<file path="src/rtl/core/pfs_pkg.sv">
`timescale 1ns / 1ps

package pfs_pkg;

   // Framing bytes
   localparam logic [7:0] SYNC_BYTE = 8'hFF;
   localparam logic [7:0] PAD_BYTE  = 8'hAA;

   // Request function codes
   localparam logic FUNC_START = 1'b0;
   localparam logic FUNC_SLOT  = 1'b1;

   // Configuration register indexes
   localparam logic CSR_HDR_KIND = 1'b0;
   localparam logic CSR_MEAS_ID  = 1'b1;

   // Header sequencing: byte 0 is sync, byte 1 is pad, 2..14 are scrambled
   localparam logic [3:0] HDR_PAD_IDX   = 4'd1;
   localparam logic [3:0] HDR_LAST_IDX  = 4'd14;

   // Command queue between front and back
   localparam int QUEUE_DEPTH = 4;

   typedef enum logic {
      CMD_START,
      CMD_SLOT
   } cmd_kind_type;

   typedef struct packed {
      cmd_kind_type kind;
      logic         last;
      logic [7:0]   data;
      logic [16:0]  seed;
      logic [31:0]  packet_number;
      logic [6:0]   byte_count;
   } cmd_type;

   typedef enum logic {
      BK_IDLE,
      BK_HEADER
   } back_state_type;

   typedef struct packed {
      logic [16:0] state;
      logic [7:0]  data;
   } scr_result_type;

   // Scramble one byte MSB first with 1 + x^12 + x^17
   function automatic scr_result_type scramble(input logic [16:0] state,
                                               input logic [7:0] din);
      scr_result_type res;
      logic [16:0]    s;
      logic           o;
      s = state;
      res.data = '0;
      for (int b = 7; b >= 0; b--) begin
         o = din[b] ^ s[16] ^ s[11];
         s = {s[15:0], o};
         res.data[b] = o;
      end
      res.state = s;
      return res;
   endfunction

endpackage

</file>
<file path="src/rtl/core/pfs_if.sv">
`timescale 1ns / 1ps

interface pfs_req_if;
   logic        valid;
   logic        ready;
   logic        func;
   logic [31:0] packet_number;
   logic [16:0] seed;
   logic [6:0]  byte_count;
   logic [7:0]  data_byte;

   modport source (output valid, func, packet_number, seed, byte_count, data_byte,
                   input ready);
   modport sink   (input valid, func, packet_number, seed, byte_count, data_byte,
                   output ready);
endinterface

interface pfs_rsp_if;
   logic       valid;
   logic       ready;
   logic [7:0] tx_byte;
   logic       last;

   modport source (output valid, tx_byte, last, input ready);
   modport sink   (input valid, tx_byte, last, output ready);
endinterface

</file>
<file path="src/rtl/core/pfs_queue.sv">
`timescale 1ns / 1ps

module pfs_queue (
   input  logic             clock,
   input  logic             reset,
   input  logic             push,
   input  pfs_pkg::cmd_type push_cmd,
   output logic             full,
   input  logic             pop,
   output logic             head_valid,
   output pfs_pkg::cmd_type head_cmd
);

   localparam int PTR_W = $clog2(pfs_pkg::QUEUE_DEPTH);
   localparam int CNT_W = $clog2(pfs_pkg::QUEUE_DEPTH + 1);

   pfs_pkg::cmd_type entry_ff [pfs_pkg::QUEUE_DEPTH];
   logic [PTR_W-1:0] wr_ptr_ff, wr_ptr_in;
   logic [PTR_W-1:0] rd_ptr_ff, rd_ptr_in;
   logic [CNT_W-1:0] count_ff, count_in;
   logic             do_push, do_pop;

   assign full       = (count_ff == CNT_W'(pfs_pkg::QUEUE_DEPTH));
   assign head_valid = (count_ff != '0);
   assign head_cmd   = entry_ff[rd_ptr_ff];
   assign do_push    = push && !full;
   assign do_pop     = pop && head_valid;

   // Advance pointers and occupancy
   always_comb begin
      wr_ptr_in = wr_ptr_ff;
      rd_ptr_in = rd_ptr_ff;
      count_in  = count_ff;
      if (do_push) begin
         wr_ptr_in = (wr_ptr_ff == PTR_W'(pfs_pkg::QUEUE_DEPTH - 1)) ? '0
                     : wr_ptr_ff + PTR_W'(1);
      end
      if (do_pop) begin
         rd_ptr_in = (rd_ptr_ff == PTR_W'(pfs_pkg::QUEUE_DEPTH - 1)) ? '0
                     : rd_ptr_ff + PTR_W'(1);
      end
      if (do_push && !do_pop) begin
         count_in = count_ff + CNT_W'(1);
      end else if (do_pop && !do_push) begin
         count_in = count_ff - CNT_W'(1);
      end
   end

   always_ff @(posedge clock) begin
      if (reset) begin
         wr_ptr_ff <= '0;
         rd_ptr_ff <= '0;
         count_ff  <= '0;
      end else begin
         wr_ptr_ff <= wr_ptr_in;
         rd_ptr_ff <= rd_ptr_in;
         count_ff  <= count_in;
      end
   end

   // Store entries
   always_ff @(posedge clock) begin
      if (do_push) begin
         entry_ff[wr_ptr_ff] <= push_cmd;
      end
   end

endmodule

</file>
<file path="src/rtl/core/pfs_front.sv">
`timescale 1ns / 1ps

module pfs_front #(
   parameter int DATA_BYTES = 113
) (
   input  logic             clock,
   input  logic             reset,
   input  logic             req_valid,
   output logic             req_ready,
   input  logic             req_func,
   input  logic [31:0]      req_packet_number,
   input  logic [16:0]      req_seed,
   input  logic [6:0]       req_byte_count,
   input  logic [7:0]       req_data_byte,
   input  logic             queue_full,
   output logic             push,
   output pfs_pkg::cmd_type push_cmd
);

   localparam int IDX_W = $clog2(DATA_BYTES + 1);

   logic             open_ff, open_in;
   logic [IDX_W-1:0] idx_ff, idx_in;
   logic [6:0]       cnt_ff, cnt_in;
   logic             accept;
   logic [6:0]       cnt_sat;
   logic             slot_last;

   assign req_ready = !queue_full;
   assign accept    = req_valid && req_ready;
   assign cnt_sat   = (32'(req_byte_count) > DATA_BYTES) ? 7'(DATA_BYTES) : req_byte_count;
   assign slot_last = (32'(idx_ff) + 32'd1 >= DATA_BYTES);

   // Classify the request and track the open packet
   always_comb begin
      open_in  = open_ff;
      idx_in   = idx_ff;
      cnt_in   = cnt_ff;
      push     = 1'b0;
      push_cmd.kind          = pfs_pkg::CMD_SLOT;
      push_cmd.last          = slot_last;
      push_cmd.data          = (32'(idx_ff) < 32'(cnt_ff)) ? req_data_byte
                               : pfs_pkg::PAD_BYTE;
      push_cmd.seed          = req_seed;
      push_cmd.packet_number = req_packet_number;
      push_cmd.byte_count    = cnt_sat;
      if (accept) begin
         if (req_func == pfs_pkg::FUNC_START) begin
            open_in       = 1'b1;
            idx_in        = '0;
            cnt_in        = cnt_sat;
            push          = 1'b1;
            push_cmd.kind = pfs_pkg::CMD_START;
            push_cmd.last = 1'b0;
         end else if (open_ff) begin
            push = 1'b1;
            if (slot_last) begin
               open_in = 1'b0;
               idx_in  = '0;
            end else begin
               idx_in = idx_ff + IDX_W'(1);
            end
         end
      end
   end

   always_ff @(posedge clock) begin
      if (reset) begin
         open_ff <= 1'b0;
         idx_ff  <= '0;
         cnt_ff  <= '0;
      end else begin
         open_ff <= open_in;
         idx_ff  <= idx_in;
         cnt_ff  <= cnt_in;
      end
   end

endmodule

</file>
<file path="src/rtl/core/pfs_back.sv">
`timescale 1ns / 1ps

module pfs_back (
   input  logic             clock,
   input  logic             reset,
   input  logic [2:0]       hdr_kind,
   input  logic [31:0]      measurement_id,
   input  logic             head_valid,
   input  pfs_pkg::cmd_type head_cmd,
   output logic             pop,
   output logic             rsp_valid,
   input  logic             rsp_ready,
   output logic [7:0]       rsp_tx_byte,
   output logic             rsp_last
);

   pfs_pkg::back_state_type state_ff, state_in;
   logic [3:0]              idx_ff, idx_in;
   logic [16:0]             scr_ff, scr_in;
   logic                    valid_ff, valid_in;
   logic [7:0]              byte_ff, byte_in;
   logic                    last_ff, last_in;
   logic                    out_free;
   logic [7:0]              hdr_byte;
   logic [7:0]              scr_src;
   pfs_pkg::scr_result_type scr_out;

   assign out_free = !valid_ff || rsp_ready;

   // Select the header byte for the current position
   always_comb begin
      case (idx_ff)
         4'd2, 4'd3, 4'd4: hdr_byte = pfs_pkg::PAD_BYTE;
         4'd5:             hdr_byte = {5'b0, hdr_kind};
         4'd6:             hdr_byte = measurement_id[7:0];
         4'd7:             hdr_byte = measurement_id[15:8];
         4'd8:             hdr_byte = measurement_id[23:16];
         4'd9:             hdr_byte = measurement_id[31:24];
         4'd10:            hdr_byte = head_cmd.packet_number[7:0];
         4'd11:            hdr_byte = head_cmd.packet_number[15:8];
         4'd12:            hdr_byte = head_cmd.packet_number[23:16];
         4'd13:            hdr_byte = head_cmd.packet_number[31:24];
         4'd14:            hdr_byte = {1'b0, head_cmd.byte_count};
         default:          hdr_byte = pfs_pkg::PAD_BYTE;
      endcase
   end

   assign scr_src = (state_ff == pfs_pkg::BK_IDLE) ? head_cmd.data : hdr_byte;
   assign scr_out = pfs_pkg::scramble(scr_ff, scr_src);

   // Next state
   always_comb begin
      state_in = state_ff;
      case (state_ff)
         pfs_pkg::BK_IDLE: begin
            if (head_valid && out_free && head_cmd.kind == pfs_pkg::CMD_START) begin
               state_in = pfs_pkg::BK_HEADER;
            end
         end
         pfs_pkg::BK_HEADER: begin
            if (out_free && idx_ff == pfs_pkg::HDR_LAST_IDX) begin
               state_in = pfs_pkg::BK_IDLE;
            end
         end
         default: state_in = pfs_pkg::BK_IDLE;
      endcase
   end

   // Produce bytes, advance the scrambler and pop finished commands
   always_comb begin
      pop      = 1'b0;
      idx_in   = idx_ff;
      scr_in   = scr_ff;
      valid_in = valid_ff && !rsp_ready;
      byte_in  = byte_ff;
      last_in  = last_ff;
      case (state_ff)
         pfs_pkg::BK_IDLE: begin
            if (head_valid && out_free) begin
               valid_in = 1'b1;
               if (head_cmd.kind == pfs_pkg::CMD_START) begin
                  byte_in = pfs_pkg::SYNC_BYTE;
                  last_in = 1'b0;
                  scr_in  = head_cmd.seed;
                  idx_in  = pfs_pkg::HDR_PAD_IDX;
               end else begin
                  byte_in = scr_out.data;
                  last_in = head_cmd.last;
                  scr_in  = scr_out.state;
                  pop     = 1'b1;
               end
            end
         end
         pfs_pkg::BK_HEADER: begin
            if (out_free) begin
               valid_in = 1'b1;
               last_in  = 1'b0;
               idx_in   = idx_ff + 4'd1;
               if (idx_ff == pfs_pkg::HDR_PAD_IDX) begin
                  byte_in = pfs_pkg::PAD_BYTE;
               end else begin
                  byte_in = scr_out.data;
                  scr_in  = scr_out.state;
               end
               if (idx_ff == pfs_pkg::HDR_LAST_IDX) begin
                  pop = 1'b1;
               end
            end
         end
         default: begin
            valid_in = 1'b0;
         end
      endcase
   end

   always_ff @(posedge clock) begin
      if (reset) begin
         state_ff <= pfs_pkg::BK_IDLE;
         idx_ff   <= '0;
         scr_ff   <= '0;
         valid_ff <= 1'b0;
      end else begin
         state_ff <= state_in;
         idx_ff   <= idx_in;
         scr_ff   <= scr_in;
         valid_ff <= valid_in;
      end
   end

   // Hold output payload
   always_ff @(posedge clock) begin
      byte_ff <= byte_in;
      last_ff <= last_in;
   end

   assign rsp_valid   = valid_ff;
   assign rsp_tx_byte = byte_ff;
   assign rsp_last    = last_ff;

endmodule

</file>
<file path="src/rtl/core/packet_framer_scrambler.sv">
`timescale 1ns / 1ps

// Packet framer with 1 + x^12 + x^17 self-synchronizing scrambler.
// req_chan takes requests: func 0 opens a packet (packet number, 17-bit seed,
// byte count), func 1 supplies one payload slot. A slot with no open packet
// is dropped. rsp_chan delivers one byte per response, last marks the final
// slot of a packet.
// csr_we/csr_index/csr_wdata set the header type code (index 0) and
// measurement_id (index 1); write them only while the block is idle.
// A start request yields 15 bytes: 0xFF, 0xAA, then 13 scrambled header bytes,
// one per cycle from the back sequencer unless the receiver stalls; the header
// sequencer sets that rate. Each slot request yields one byte, so slots stream
// at one per cycle unless the receiver stalls. The first byte of a request
// passes the queue and then the output register before it is offered. A 4-entry
// command queue lets requests be taken while the header is still going out.
// Reset (synchronous) empties the queue, closes any open packet, clears the
// CSRs and drops rsp valid. When the receiver stalls, the output byte holds,
// the back sequencer waits, and req ready falls once the queue fills.
module packet_framer_scrambler #(
   parameter int DATA_BYTES = 113
) (
   input  logic         clock,
   input  logic         reset,
   pfs_req_if.sink      req_chan,
   pfs_rsp_if.source    rsp_chan,
   input  logic         csr_we,
   input  logic         csr_index,
   input  logic [31:0]  csr_wdata
);

   logic [2:0]       hdr_kind_ff;
   logic [31:0]      meas_id_ff;
   logic             push;
   pfs_pkg::cmd_type push_cmd;
   logic             queue_full;
   logic             pop;
   logic             head_valid;
   pfs_pkg::cmd_type head_cmd;

   // Write configuration registers
   always_ff @(posedge clock) begin
      if (reset) begin
         hdr_kind_ff <= '0;
         meas_id_ff  <= '0;
      end else if (csr_we) begin
         case (csr_index)
            pfs_pkg::CSR_HDR_KIND: hdr_kind_ff <= csr_wdata[2:0];
            pfs_pkg::CSR_MEAS_ID:  meas_id_ff  <= csr_wdata;
            default: begin
            end
         endcase
      end
   end

   pfs_front #(
      .DATA_BYTES (DATA_BYTES)
   ) u_front (
      .clock             (clock),
      .reset             (reset),
      .req_valid         (req_chan.valid),
      .req_ready         (req_chan.ready),
      .req_func          (req_chan.func),
      .req_packet_number (req_chan.packet_number),
      .req_seed          (req_chan.seed),
      .req_byte_count    (req_chan.byte_count),
      .req_data_byte     (req_chan.data_byte),
      .queue_full        (queue_full),
      .push              (push),
      .push_cmd          (push_cmd)
   );

   pfs_queue u_queue (
      .clock      (clock),
      .reset      (reset),
      .push       (push),
      .push_cmd   (push_cmd),
      .full       (queue_full),
      .pop        (pop),
      .head_valid (head_valid),
      .head_cmd   (head_cmd)
   );

   pfs_back u_back (
      .clock          (clock),
      .reset          (reset),
      .hdr_kind       (hdr_kind_ff),
      .measurement_id (meas_id_ff),
      .head_valid     (head_valid),
      .head_cmd       (head_cmd),
      .pop            (pop),
      .rsp_valid      (rsp_chan.valid),
      .rsp_ready      (rsp_chan.ready),
      .rsp_tx_byte    (rsp_chan.tx_byte),
      .rsp_last       (rsp_chan.last)
   );

endmodule

</file>
<file path="src/flat_wrapper.sv">
// flat-port wrapper written by rule: the top's interface ports become plain ports
module packet_framer_scrambler_flat 
#(
   parameter int DATA_BYTES = 113
)
  (clock, reset, csr_we, csr_index, csr_wdata, req_chan_valid, req_chan_func, req_chan_packet_number, req_chan_seed, req_chan_byte_count, req_chan_data_byte, req_chan_ready, rsp_chan_valid, rsp_chan_tx_byte, rsp_chan_last, rsp_chan_ready);
  pfs_req_if req_chan_i ();
  pfs_rsp_if rsp_chan_i ();
  input  logic clock;
  input  logic reset;
  input  logic csr_we;
  input  logic csr_index;
  input  logic [31:0] csr_wdata;
  input wire logic [$bits(req_chan_i.valid)-1:0] req_chan_valid;
  input wire logic [$bits(req_chan_i.func)-1:0] req_chan_func;
  input wire logic [$bits(req_chan_i.packet_number)-1:0] req_chan_packet_number;
  input wire logic [$bits(req_chan_i.seed)-1:0] req_chan_seed;
  input wire logic [$bits(req_chan_i.byte_count)-1:0] req_chan_byte_count;
  input wire logic [$bits(req_chan_i.data_byte)-1:0] req_chan_data_byte;
  output wire logic [$bits(req_chan_i.ready)-1:0] req_chan_ready;
  output wire logic [$bits(rsp_chan_i.valid)-1:0] rsp_chan_valid;
  output wire logic [$bits(rsp_chan_i.tx_byte)-1:0] rsp_chan_tx_byte;
  output wire logic [$bits(rsp_chan_i.last)-1:0] rsp_chan_last;
  input wire logic [$bits(rsp_chan_i.ready)-1:0] rsp_chan_ready;
  assign req_chan_i.valid = req_chan_valid;
  assign req_chan_i.func = req_chan_func;
  assign req_chan_i.packet_number = req_chan_packet_number;
  assign req_chan_i.seed = req_chan_seed;
  assign req_chan_i.byte_count = req_chan_byte_count;
  assign req_chan_i.data_byte = req_chan_data_byte;
  assign req_chan_ready = req_chan_i.ready;
  assign rsp_chan_valid = rsp_chan_i.valid;
  assign rsp_chan_tx_byte = rsp_chan_i.tx_byte;
  assign rsp_chan_last = rsp_chan_i.last;
  assign rsp_chan_i.ready = rsp_chan_ready;
  packet_framer_scrambler #(.DATA_BYTES(DATA_BYTES)) u_core (.clock(clock), .reset(reset), .req_chan(req_chan_i), .rsp_chan(rsp_chan_i), .csr_we(csr_we), .csr_index(csr_index), .csr_wdata(csr_wdata));
endmodule
</file>
<file path="config.mk">
export PLATFORM = sky130hd
export DESIGN_NAME = packet_framer_scrambler_flat
export DESIGN_NICKNAME = d
export VERILOG_FILES = /design/src/rtl/core/pfs_pkg.sv /design/src/rtl/core/pfs_if.sv /design/src/rtl/core/pfs_queue.sv /design/src/rtl/core/pfs_front.sv /design/src/rtl/core/pfs_back.sv /design/src/rtl/core/packet_framer_scrambler.sv /design/src/flat_wrapper.sv
export SDC_FILE = /design/constraint.sdc
export NUM_CORES = 1
export LEC_CHECK = 0
export ABC_AREA = 1
export CAP_MARGIN = 10
export CORE_UTILIZATION = 50
export DETAILED_ROUTE_END_ITERATION = 8
export DONT_BUFFER_PORTS = 1
export PLACE_DENSITY = 0.71
export SETUP_SLACK_MARGIN = 0.02
export SLEW_MARGIN = 20
export SYNTH_ARGS = -nofsm -noshare
export SYNTH_HDL_FRONTEND = slang
export SYNTH_SLANG_ARGS = --single-unit
</file>
<file path="constraint.sdc">
create_clock -name clock -period 4.5 [get_ports clock]
set_input_delay 0.45 -clock clock [delete_from_list [all_inputs] [get_ports clock]]
set_output_delay 0.45 -clock clock [all_outputs]
set_load 0.005 [all_outputs]
</file>
==> run metrics <==
Crit path required time 4960 ps; status complete, no violations; Critical Path Source Type flop; CTS tree built; arrival time at the worst endpoint 3840 ps; CTS Root Cell clkbuf_16; max_cap viols 0; GPL Wtd Cong 0.861; syn_area_per_cell 9.89 sq um; commonest non-fill, non-tap cell in the layout nand2_1; Final Cycle Share 0.750; Max Slew Vio Count 0; Routed Antenna Nets 0; Post-Syn Area 0.0153 sq mm; Multi-input gate area 0.00449 sq mm; worst hold path class input pin to flop; Final Hold Viols 0; Core ar. 0.0299 sq mm; number of global-route vias before repair 10,161; setup violators final 0; Final Critical Period 3380 ps; Worst-Margin Slew 1120 ps; via-per-instance ratio 5.48; global-route wire length before repair 53,800 um; CTS Sinks 355; Pwr Total 9.82 mW; RSZ-0062 raised after global routing false; PortBufs 0; syn_nets 1,672; DR WL/cell 18.1 um; WHS 14.6 ps; DRT iter0 DRCs 891; Distinct cells, synth 37; Pre-Repair DR Iteration Count 5; finished layout cell area 0.0168 sq mm; area grow syn2layout 9.88%; DIE AREA 0.0313 sq mm; nets@finish 1,656; Initial Util 0.513; Die W 177 um; dpl cell area 0.0156 sq mm; sequential share of the synthesized area 0.642; DPL Wire Length 21,900 um; initial antenna violation count 4; layout cells sized above 1 0.0558; I/O pin cnt 114; Rows 63; Num CTS Buffers 38; Pleak 6.66 nW; crit-path max FO 67; Reg area 0.00984 sq mm; Layout Utilization 0.563; largest net degree at the start of global routing 87; fillcell total 2,457; Yosys warnings 0; drt total wl 35,400 um; Vias 10,685; #FFs+latches synth 355; Global Route Usage Sum 0.225; later-pin clock latency in the skew report 530 ps; commonest non-fill, non-tap cells in the layout nand2_1 (354), edfxtp_1 (273), nor2_1 (200), inv_1 (159), o21ai_0 (126); CTS max path bufs 3; CTS clk-pin slew, worst paths 60 ps; CP Capture Type flop; pwr dens 584 mW/mm^2; Fmax 296 MHz; DRC viols 0; maximum vdd drop 0.311 mV; critical path class flop to flop; Total Neg Setup Slack 0 ps; post-synthesis cell count 1,549; Die H 177 um; Slew headroom 0.253; clk_skew 15.4 ps; Overflow after GRT 0; H-tree depth 2
==> metrics by stage <==
step           cells  setup WS [ps]
3_5_place_dp    1880           1180
3_3_place_gp    1880           1230
2_1_floorplan   1549            242
6_report        1951           1120
5_1_grt         1950            845
4_1_cts         1948           1160
==> flip-flops by register name, indices dropped and copies added, names as in the netlist, named ones only <==
| register | flops |
|---|---|
| u_core.u_queue.entry_ff | 264 |
| u_core.meas_id_ff | 32 |
| u_core.u_back.scr_ff | 17 |
| u_core.u_back.rsp_tx_byte | 8 |
| u_core.u_front.cnt_ff | 7 |
| u_core.u_front.idx_ff | 7 |
| u_core.u_back.idx_ff | 4 |
| u_core.hdr_kind_ff | 3 |
| u_core.u_queue.count_ff | 3 |
| u_core.u_queue.rd_ptr_ff | 2 |
| u_core.u_queue.wr_ptr_ff | 2 |
| u_core.u_back.rsp_last | 1 |
| u_core.u_back.rsp_valid | 1 |
| u_core.u_back.state_ff | 1 |
| u_core.u_front.open_ff | 1 |
==> power breakdown <==
part           switching (mW)  total [mW]  internal (mW)
combinational            1.75        2.51          0.761
sequential              0.247        4.20           3.95
clock                    1.24        3.11           1.87
total                    3.24        9.82           6.58
==> synthesized netlist by cell type, drive strengths merged <==
library cell	n	area, sq um
buf	44	283
inv	165	622
fa	1	20.0
a21boi	1	7.51
o221ai	11	96.3
edfxtp	273	8200
xor2	10	87.6
nand3b	2	15.0
o211a	1	10.0
o21ai	136	681
ha	19	238
nor3	7	35.0
or2	6	37.5
nor3b	2	15.0
nand3	93	470
clkinv	1	3.75
nand2	355	1340
clkbuf	29	109
xnor2	3	26.3
a31oi	3	18.8
a32o	12	120
nand4	16	100
nor2	206	778
o211ai	2	15.0
o22ai	1	6.26
a21oi	65	325
a211oi	3	22.5
dfxtp	82	1640
==> path summary, 6_finish.rpt <==
path         cells past startpoint                                   from  slack [ps]                                        to
min reg2reg                      2  u_core.u_front.cnt_ff[4]$_SDFFE_PP0P_         460     u_core.u_front.cnt_ff[4]$_SDFFE_PP0P_
max reg2reg                     16                                   flop        1120   u_core.u_queue.count_ff[2]$_SDFFE_PP0P_
min                              0                      req_chan_seed[14]          10  u_core.u_queue.entry_ff[1][53]$_DFFE_PP_
max                             16                                   flop        1120   u_core.u_queue.count_ff[2]$_SDFFE_PP0P_
==> worst max-delay path, cell delays in order, from the launching register on <==
cell and delay [ps]:
dfxtp_4 700, inv_4 400, nand2_1 150, nand3_1 100
nand2_1 90, nand2_1 70, inv_1 410, nor3_1 180
inv_1 130, ha_1 150, inv_1 80, fa_1 440
nor2_1 110, nor2_1 50, nand2_1 70, o21ai_0 70
a21oi_1 130
==> layout make-up <==
class,instances,share of cell area
flip-flops and latches,355,0.585
multi-input cells,955,0.267
clock buffers,53,0.0629
inverters,166,0.0372
diodes,2,0.000297
well taps,390,0.0290
clock inverters,13,0.0101
repair buffers,17,0.00877
==> layer usage <==
metal	share of wire	GRT usage	up-vias
li1	-	-	5144
met1	0.42	0.306	5045
met2	0.45	0.361	426
met3	0.095	0.0447	64
met4	0.026	0.0733	6
met5	0.0010	0	-
==> logic make-up after synthesis <==
family                   count (synthesis)  synth area share
adder cells (fa/ha/maj)                 20            0.0168
flip-flops                             355             0.642
AND/OR/NAND/NOR                        687             0.182
buffers and inverters                  239            0.0664
XOR/XNOR                                13           0.00743
AO/OA/AOI/OAI                          235            0.0850
==> repair_timing <==
| action | 4_1_cts | 5_1_grt |
|---|---|---|
| gates resized for setup | 0 | 0 |
| setup buffers | 0 | 0 |
| hold buffers | 2 | 1 |
| endpoints found under the hold margin | 9 | 2 |
No activity file was read; power rests on OpenSTA's default activity.
